[config.mk]
export PLATFORM = sky130hd
export DESIGN_NAME = ipv4_cidr_acl_match_unit
export DESIGN_NICKNAME = d
export VERILOG_FILES = /design/src/hdl/cidr_acl_pkg.sv /design/src/hdl/cidr_acl_cell.sv /design/src/hdl/ipv4_cidr_acl_match_unit.sv
export SDC_FILE = /design/constraint.sdc
export NUM_CORES = 2
export LEC_CHECK = 0
export ABC_AREA = 1
export ABC_CLOCK_PERIOD_IN_PS = 25300
export BUFFER_PORTS_ARGS = -buffer_cell sky130_fd_sc_hd__buf_2
export CAP_MARGIN = 15
export CELL_PAD_IN_SITES_DETAIL_PLACEMENT = 2
export CELL_PAD_IN_SITES_GLOBAL_PLACEMENT = 2
export CORE_MARGIN = 2
export CORE_UTILIZATION = 28
export CTS_BUF_LIST = sky130_fd_sc_hd__clkbuf_8
export DETAILED_ROUTE_END_ITERATION = 12
export MAX_ROUTING_LAYER = met4
export PLACE_DENSITY_LB_ADDON = 0.1
export SLEW_MARGIN = 20
export SYNTH_ARGS = -nofsm -noshare
export SYNTH_HDL_FRONTEND = slang
export SYNTH_SLANG_ARGS = --single-unit
[constraint.sdc]
create_clock -name clk -period 25.3 [get_ports clk]
set_input_delay 0 -clock clk [delete_from_list [all_inputs] [get_ports clk]]
set_output_delay 0 -clock clk [all_outputs]
set_load 0.005 [all_outputs]
[src/hdl/cidr_acl_pkg.sv]
// Shared types, constants and helpers for the IPv4 CIDR ACL match unit.
`default_nettype none
package cidr_acl_pkg;

  localparam int TableDepth = 16;
  localparam int AddrBits   = 32;
  localparam int LenBits    = 6;

  typedef enum logic {
    KIND_ADD   = 1'b0,
    KIND_QUERY = 1'b1
  } kind_t;

  typedef enum logic [2:0] {
    ST_ADDED      = 3'd0,
    ST_MATCHED    = 3'd1,
    ST_NOT_FOUND  = 3'd2,
    ST_FULL       = 3'd3,
    ST_BAD_LENGTH = 3'd4
  } status_t;

  typedef struct packed {
    kind_t                kind;
    logic [AddrBits-1:0]  address;
    logic [LenBits-1:0]   prefix_length;
  } req_t;

  typedef struct packed {
    logic    matched;
    status_t status;
  } rsp_t;

  // request as it travels down the chain of cells
  typedef struct packed {
    logic                valid;
    kind_t               kind;
    logic [AddrBits-1:0] address;
    logic [LenBits-1:0]  prefix_length;
    logic                bad;   // length above AddrBits, set for any request; only an add acts on it
    logic                done;  // add: stored; query: hit
  } stage_t;

  function automatic logic [AddrBits-1:0] prefix_mask(input logic [LenBits-1:0] len);
    logic [AddrBits-1:0] mask;
    if (len >= LenBits'(AddrBits)) begin
      mask = '1;
    end else begin
      mask = ~({AddrBits{1'b1}} >> len);
    end
    return mask;
  endfunction

endpackage
`default_nettype wire

[src/hdl/cidr_acl_cell.sv]
// One rule slot of the ACL chain: stores a rule or tests a query, then passes the request on.
`default_nettype none
module cidr_acl_cell (
  input  wire logic                 clk,
  input  wire logic                 rst,
  input  wire logic                 advance,
  input  wire cidr_acl_pkg::stage_t stage_in,
  output cidr_acl_pkg::stage_t      stage_out,
  output logic                      occupied
);
  import cidr_acl_pkg::*;

  logic [AddrBits-1:0] rule_prefix;
  logic [LenBits-1:0]  rule_length;
  logic                store;
  logic                hit;
  stage_t              stage_next;

  always_comb begin
    store = stage_in.valid && (stage_in.kind == KIND_ADD) && !stage_in.bad &&
            !stage_in.done && !occupied;
    hit   = stage_in.valid && (stage_in.kind == KIND_QUERY) && occupied &&
            (((stage_in.address ^ rule_prefix) & prefix_mask(rule_length)) == '0);
    stage_next      = stage_in;
    stage_next.done = stage_in.done || store || hit;
  end

  always_ff @(posedge clk) begin
    if (rst) begin
      occupied        <= 1'b0;
      stage_out.valid <= 1'b0;
    end else if (advance) begin
      stage_out.valid <= stage_next.valid;
      if (store) begin
        occupied <= 1'b1;
      end
    end
    if (advance) begin
      stage_out.kind          <= stage_next.kind;
      stage_out.address       <= stage_next.address;
      stage_out.prefix_length <= stage_next.prefix_length;
      stage_out.bad           <= stage_next.bad;
      stage_out.done          <= stage_next.done;
      if (store) begin
        rule_prefix <= stage_in.address & prefix_mask(stage_in.prefix_length);
        rule_length <= stage_in.prefix_length;
      end
    end
  end

endmodule
`default_nettype wire

[src/hdl/ipv4_cidr_acl_match_unit.sv]
// Top level of the IPv4 CIDR ACL match unit: input stage, chain of rule cells, result register.
//
//  channel | direction | payload | handshake
//  --------+-----------+---------+----------------------
//  request | in        | req_t   | req_valid / req_ready
//  result  | out       | rsp_t   | rsp_valid / rsp_ready
//
// One request enters per cycle while no held result stalls the chain; the first cell captures
// it at the accepting edge, and it passes every rule cell and the result register to rsp_valid.
// Adds fill the first empty cell they pass, so later queries always see them.
// Reset empties every cell (one occupied flag per cell, cleared at once).
// A held result stalls the whole chain; req_ready drops until it is taken.
`default_nettype none
module ipv4_cidr_acl_match_unit (
  input  wire logic               clk,
  input  wire logic               rst,
  input  wire logic               req_valid,
  output logic                    req_ready,
  input  wire cidr_acl_pkg::req_t req_data,
  output logic                    rsp_valid,
  input  wire logic               rsp_ready,
  output cidr_acl_pkg::rsp_t      rsp_data
);
  import cidr_acl_pkg::*;

  stage_t                links [TableDepth+1];
  logic [TableDepth-1:0] occupied;
  logic                  advance;
  rsp_t                  rsp_next;
  stage_t                last;

  assign advance   = !rsp_valid || rsp_ready;
  assign req_ready = advance;

  always_comb begin
    links[0].valid         = req_valid;
    links[0].kind          = req_data.kind;
    links[0].address       = req_data.address;
    links[0].prefix_length = req_data.prefix_length;
    links[0].bad           = req_data.prefix_length > LenBits'(AddrBits);
    links[0].done          = 1'b0;
  end

  for (genvar i = 0; i < TableDepth; i++) begin : g_cell
    cidr_acl_cell u_cell (
      .clk       (clk),
      .rst       (rst),
      .advance   (advance),
      .stage_in  (links[i]),
      .stage_out (links[i+1]),
      .occupied  (occupied[i])
    );
  end

  assign last = links[TableDepth];

  always_comb begin
    rsp_next.matched = 1'b0;
    unique case (last.kind)
      KIND_ADD: begin
        if (last.bad) begin
          rsp_next.status = ST_BAD_LENGTH;
        end else if (last.done) begin
          rsp_next.status = ST_ADDED;
        end else begin
          rsp_next.status = ST_FULL;
        end
      end
      KIND_QUERY: begin
        rsp_next.matched = last.done;
        rsp_next.status  = last.done ? ST_MATCHED : ST_NOT_FOUND;
      end
      default: begin
        rsp_next.status = ST_NOT_FOUND;
      end
    endcase
  end

  always_ff @(posedge clk) begin
    if (rst) begin
      rsp_valid <= 1'b0;
    end else if (advance) begin
      rsp_valid <= last.valid;
    end
  end

  always_ff @(posedge clk) begin
    if (advance) begin
      rsp_data <= rsp_next;
    end
  end

`ifndef SYNTHESIS
  // cells fill from the head of the chain with no gaps
  a_fill_order: assert property (@(posedge clk) disable iff (rst)
    (occupied & (occupied + TableDepth'(1))) == '0)
    else $error("rule cells filled out of order");

  // the table never shrinks and grows by at most one rule per cycle
  a_fill_step: assert property (@(posedge clk) disable iff (rst)
    !$past(rst) |-> ($countones(occupied) >= $countones($past(occupied))) &&
                    ($countones(occupied) <= $countones($past(occupied)) + 1))
    else $error("rule count changed by more than one");

  // a cell is only taken while the chain moves
  a_fill_on_advance: assert property (@(posedge clk) disable iff (rst)
    !$past(rst) && !$past(advance) |-> occupied == $past(occupied))
    else $error("rule stored during a stall");

  // matched is set exactly for a hit
  a_matched_status: assert property (@(posedge clk) disable iff (rst)
    rsp_valid |-> (rsp_data.matched == (rsp_data.status == ST_MATCHED)))
    else $error("matched flag disagrees with status");
`endif

endmodule
`default_nettype wire

Word-level counts from Yosys, hierarchy flattened

Cells that the tools add are included.

Register bits: 1263
Input port bits: 43
Logic and storage cells: 598

Magnitude comparators: 33
Shifts and indexed selects: 32
Multiplexer cells: 68
Bitwise gates (word level): 97
Reductions and logical operators: 223

Operator list:

| cell                    | number |
|---|---|
| $mux W32                | 64 |
| $and A32 B32 Y32        | 32 |
| $not A32 Y32            | 32 |
| $shr A32 B6 Y32 const A | 32 |
| $logic_not A32 Y1       | 16 |
| $xor A32 B32 Y32        | 16 |
| $ge A6 B6 Y1 const B    | 32 |
| $logic_and A1 B1 Y1     | 111 |
| $logic_not A1 Y1        | 48 |
| $logic_or A1 B1 Y1      | 32 |
| $reduce_and A2 Y1       | 16 |
| $not A1 Y1              | 17 |
| $gt A6 B6 Y1 const B    | 1 |
| $pmux W3 S2             | 1 |
| $mux W2                 | 2 |
| $mux W3                 | 1 |

Logic depth before layout (Yosys ltp)

Depth after elaboration: 8
Depth in mapped cells: 12
Mapped depth without buffers: 12

Cells and area by module

Synthesis repeated with hierarchy kept, for this count alone.

Cells, all modules: 5831
Area total of the unflattened synthesis: 59674.7 µm²

Modules (own cells, without submodules):

| module                   | instances | cells each | area each (µm²) |
|---|---|---|---|
| cidr_acl_cell            | 16        | 363        | 3716.1 |
| ipv4_cidr_acl_match_unit | 1         | 23         | 217.7 |

Worst setup path before layout

OpenSTA, ideal clock, no wires.

Path type: reg2reg
From: register rsp_valid
To: register g_cell[10].u_cell.rule_length[0] (enable)
Arrival time: 20.028 ns
Setup slack: 4.873 ns
Cell stages (with the launch flop): 7
Path buffers: 1
Cell sequence: dfxtp_1 > inv_1 > nor2_1 > inv_1 > clkbuf_1 > nand2_1 > inv_1

Cells in the longest elaborated chain, start to end: 3

RTL lines:

| what                               | line                           | RTL |
|---|---|---|
| start, declared                    | ipv4_cidr_acl_match_unit.sv:20 | `output logic rsp_valid,` |
| start signal, assigned             | ipv4_cidr_acl_match_unit.sv:83 | `rsp_valid <= last.valid;` |
| $logic_not A1 Y1                   | ipv4_cidr_acl_match_unit.sv:32 | `assign advance = !rsp_valid \|\| rsp_ready;` |
| $logic_or A1 B1 Y1                 | ipv4_cidr_acl_match_unit.sv:32 |  |
| net req_ready                      | ipv4_cidr_acl_match_unit.sv:18 | `output logic req_ready,` |
| $reduce_and A2 Y1 (no source line) | n/a                            |  |
| end signal, assigned               | cidr_acl_cell.sv:46            | `rule_length <= stage_in.prefix_length;` |
| end, declared                      | cidr_acl_cell.sv:14            | `logic [LenBits-1:0] rule_length;` |

The timed path passes the listed nets, and every way through them passes these cells.
A chain may end at the register's enable or synchronous reset.

Worst setup path in the final report

From: register rsp_valid
To: register g_cell[9].u_cell.rule_prefix[17] (enable)

Cells in the longest elaborated chain, start to end: 3

RTL lines:

| what                               | line                           | RTL |
|---|---|---|
| $logic_not A1 Y1                   | ipv4_cidr_acl_match_unit.sv:32 |  |
| $logic_or A1 B1 Y1                 | ipv4_cidr_acl_match_unit.sv:32 |  |
| $reduce_and A2 Y1 (no source line) | n/a                            |  |
| end signal, assigned               | cidr_acl_cell.sv:45            | `rule_prefix <= stage_in.address & prefix_mask(stage_in.prefix_length);` |
| end, declared                      | cidr_acl_cell.sv:13            | `logic [AddrBits-1:0] rule_prefix;` |

No other way between the ends.

==> metrics list <==
- First-pass iteration count of the detailed router: 5
- The share of the Yosys chip area taken by registers is 66.18%.
- Number of placed cells counting well taps: 7877
- STA classifies the critical path startpoint as a flop.
- Layout net count: 5573
* Die outline area: 206500 um2
* RSZ-0062 raised after global routing: false
* Post-layout minimum cycle time: 3984 ps
- Unique masters post-synth: 39
- The critical path starts at rsp_valid.
- Total of max-cap violations: 0
* CTS clock-pin slew for the worst setup and hold paths: 60 ps
- edfxtp_1 is the most common cell in the netlist.
- For the pin with the worst max-slew slack, the measured transition is 978.4 ps.
- Register cell area after layout: 37600 um2
- Global routing used 19.92% of the available tracks across all layers.
- Critical Path Sink: g_cell[9].u_cell.rule_prefix[17]
* Post-synth top area share: 65.02%
- Core Footprint: 201900 um2
- After detailed routing, the average wire length per cell comes to 23.75 um.
* Cell with the biggest individual delay on the critical path: buf_12
- Area Growth Syn to Fin: 15.73%
- Counting flops with an async set or reset pin after synthesis yields a share of 0%.
* Global-route wire length before repair: 293900 um
* Cell family contributing the most delay on the critical path: buffers and inverters
- In this run the vertical extent of the chip is 454.4 um.
- Setup violations remaining at the end of the flow were counted as 0.
- Setup skew after layout: 53.26 ps
* Final routed DRC violation total: 0
* P per Cell Area: 69.97 nW/um2
* Required time at the endpoint of the critical path: 25880 ps
* Worst R2R Start: rsp_valid
- Setup TNS: 0 ps
- Least setup slack across all paths after layout: 21320 ps
- Sorting the synthesized cells by area gives the leading types as edfxtp_1 65%, nand2_1 7.9%, xor2_1 5.6%.
- Series of cell instances along the critical path: inv_1 -> nor2_4 -> buf_4 -> inv_8 -> buf_4 -> buf_12 -> nand2_1 -> inv_1 -> buf_4
* Overall via count from detail_route: 39078
- Multi-input logic area: 16810 um2
- Clock tree buffer depth: 3
* Clock tree from TritonCTS: done
* Cell repeated most along the worst path: buf_4
* Width of the chip: 454.4 um
* Total wirelength of the detailed-routed design: 199600 um
* Layout cell share with drive strength beyond 1: 8.169%
- In this run the number of cells on the critical path is 9.
- The H-tree generated during clock tree synthesis spans 4 levels.
* Mean post-synth cell area: 10.99 um2
- Pins over their slew limit: 0
* Count of buffers from port buffering: 48
- Post-Synthesis Net Count: 5214
- GPL Wtd Cong: 0.8340
- Number of ports placed on the die boundary: 49
- The tree is rooted in a clkbuf_8.
- For this design, the sink count on the clock tree is 1263.
* Max-Slew Margin vs Limit: 34.53%
- Pin count of the biggest net entering global routing: 164
- The Yosys step of the flow raised 0 warnings.
* Top cells by instance count after synthesis: 1230 x edfxtp_1, 1202 x nand2_1, 554 x inv_1
- Antenna Nets Post-Route: 0
- Number of filler instances in the final layout: 21760
* Max incr delay on CP: 690 ps
- Summed over all layers, the global routing overflow is 0.
* Count of endpoints failing hold in the final timing report: 0
- Largest driver fanout on the critical path: 163
- The initial utilization of the core area, before any placement, comes to 28.14%.
- Data arrives at the worst endpoint at 4570 ps.
- Excluding fillers, the count of instances in the completed layout stands at 8404.
* Critical path type: reg -> reg
- Together, buffers and inverters on the worst path number 7.
* Critical Path Sink Type: flop
- Pre-CTS WS: 21260 ps
- Synthesis inferred 1263 register bits.
- Row generation in the floorplan step produced 165 rows.
* Fmax: 0.2510 GHz
- Clock latency reported for the late side of the worst-skew pair: 990 ps
- Cell area after synthesis: 56810 um2
* Biggest area consumer among synthesized cells: edfxtp_1
* R2R Path End: g_cell[9].u_cell.rule_prefix[17]
- The via count of the first global-routing pass was 41789.
* Cts repair resizes: 0
- Synthesis produced a netlist whose cell count is 5171.
- Among all flip-flop cells after synthesis, the most frequent one is edfxtp_1.
* Share of the clock period used by the worst path: 15.75%
* Initial DRC count: 2479
- Detailed placement HPWL: 147000 um
- CTS Buf Count: 232
- Across the VDD grid, the largest voltage drop is 54.48 uV.
- Number of vias per cell: 4.650
- Total power of the final layout: 4.601 mW
- The initial antenna violation count was 13.
* Logic depth of the worst register-to-register path: 9
* Reg-to-reg slack, setup: 21320 ps
- Worst hold path type: in -> reg
- Count of flip-flops with a built-in enable after synthesis: 1230
- Run status: completed
- Static leakage: 26.22 nW
==> cells by family (layout without fill, tap and decap cells) <==
| group | after synthesis | after routing | synth area share (%) |
|---|---|---|---|
| xor gates and xnor gates | 427 | 427 | 6.583 |
| buffers and inverters | 626 | 1184 | 4.262 |
| DFF | 1263 | 1263 | 66.18 |
| other | 0 | 3 | 0 |
| and+or+nand+nor | 2019 | 2019 | 14.47 |
| AOI/OAI and AO/OA | 836 | 836 | 8.510 |
==> per-stage QoR <==
stage / hold slack (ps) / utilization (%) / instance area (um2)
floorplan: 98.87 / - / 56810
global placement: 216.5 / 29.94 / 60450
detailed placement: 219.0 / 29.94 / 60450
CTS: 8.338 / 32.56 / 65740
global route: 95.44 / 32.56 / 65740
finish: 132.7 / 32.56 / 65750
==> what timing repair did <==
| action | in CTS | in global routing |
|---|---|---|
| setup buffers | 0 | 0 |
| hold buffers | 91 | 0 |
| endpoints found under the setup margin | 0 | 0 |
| hold endpoints to repair | 150 | 0 |
==> sequential cells by signal, summed over array words and instances, names as in the netlist <==
register	count
g_cell.u_cell.stage_out	634
g_cell.u_cell.occupied	16
g_cell.u_cell.rule_length	96
rsp_data	4
g_cell.u_cell.rule_prefix	512
rsp_valid	1
==> report_power, final <==
part / total [mW] / switching (mW) / internal, mW / leakage [nW]
clock network: 1.88 / 0.916 / 0.966 / 2.52
registers: 2.49 / 0.112 / 2.37 / 12.4
logic: 0.232 / 0.148 / 0.0837 / 11.3
==> worst min path at each step <==
stage / endpoint / startpoint / cells past startpoint
after detailed placement: g_cell[0].u_cell.stage_out[40] / req_data[38] / 1
after floorplan: g_cell[0].u_cell.rule_length[0] / req_data[0] / 0
after global placement: g_cell[0].u_cell.stage_out[40] / req_data[38] / 1
after CTS: g_cell[0].u_cell.rule_prefix[25] / req_data[1] / 4
after global routing: rsp_valid / rst / 4
final: g_cell[1].u_cell.occupied / rst / 4
==> layout make-up <==
class | instances | area share (%)
Antenna cell | 3 | 0.01142
Clock buffer | 249 | 5.212
Clock inverter | 184 | 1.454
Inverter | 575 | 3.294
Multi-Input combinational cell | 3282 | 25.57
Sequential cell | 1263 | 57.18
Tap cell | 2672 | 5.085
Timing Repair Buffer | 176 | 2.192
==> cell usage in the layout (no fill, tap or decap), types with 2 or more instances in the layout <==
cell type      instances
a21oi_1              188
clkinv_2              27
dlygate4sd3_1         91
nand2_4                3
clkinv_1              71
clkinv_8               2
xor2_1               366
nor2_2                11
nand2_2               16
clkbuf_8             249
o211ai_1              32
o21ai_1               25
a21boi_0             125
inv_1                626
bufinv_16              6
nor3b_1                3
xnor2_1               61
a211oi_1              33
nand3_1              184
nand2_1             1202
o21a_1                34
dfxtp_1               33
inv_2                 18
nor3_1                30
inv_8                  3
o31ai_1               13
or2_2                 15
edfxtp_1            1230
nor2_1               505
buf_2                 48
inv_6                  2
nand4_1               11
a31oi_1               30
buf_4                 36
diode_2                3
clkinvlp_4             3
o221ai_1               3
nor2_4                24
nor4_1                12
o21ai_0              351
==> worst min-delay path: stages <==
cell and delay, ps:
dlygate4sd3_1 540, buf_2 120, buf_4 270, nor2_1 150
==> metal layers <==
metal	wire (um)	up-vias	global-route usage, %
met4	4468	0	5.479
met1	96680	19890	27.39
li1	-	18347	-
met2	92170	597	30.81
met3	6281	244	2.674
met5	0	-	-
Note: power is estimated with default switching activity, not from simulation.
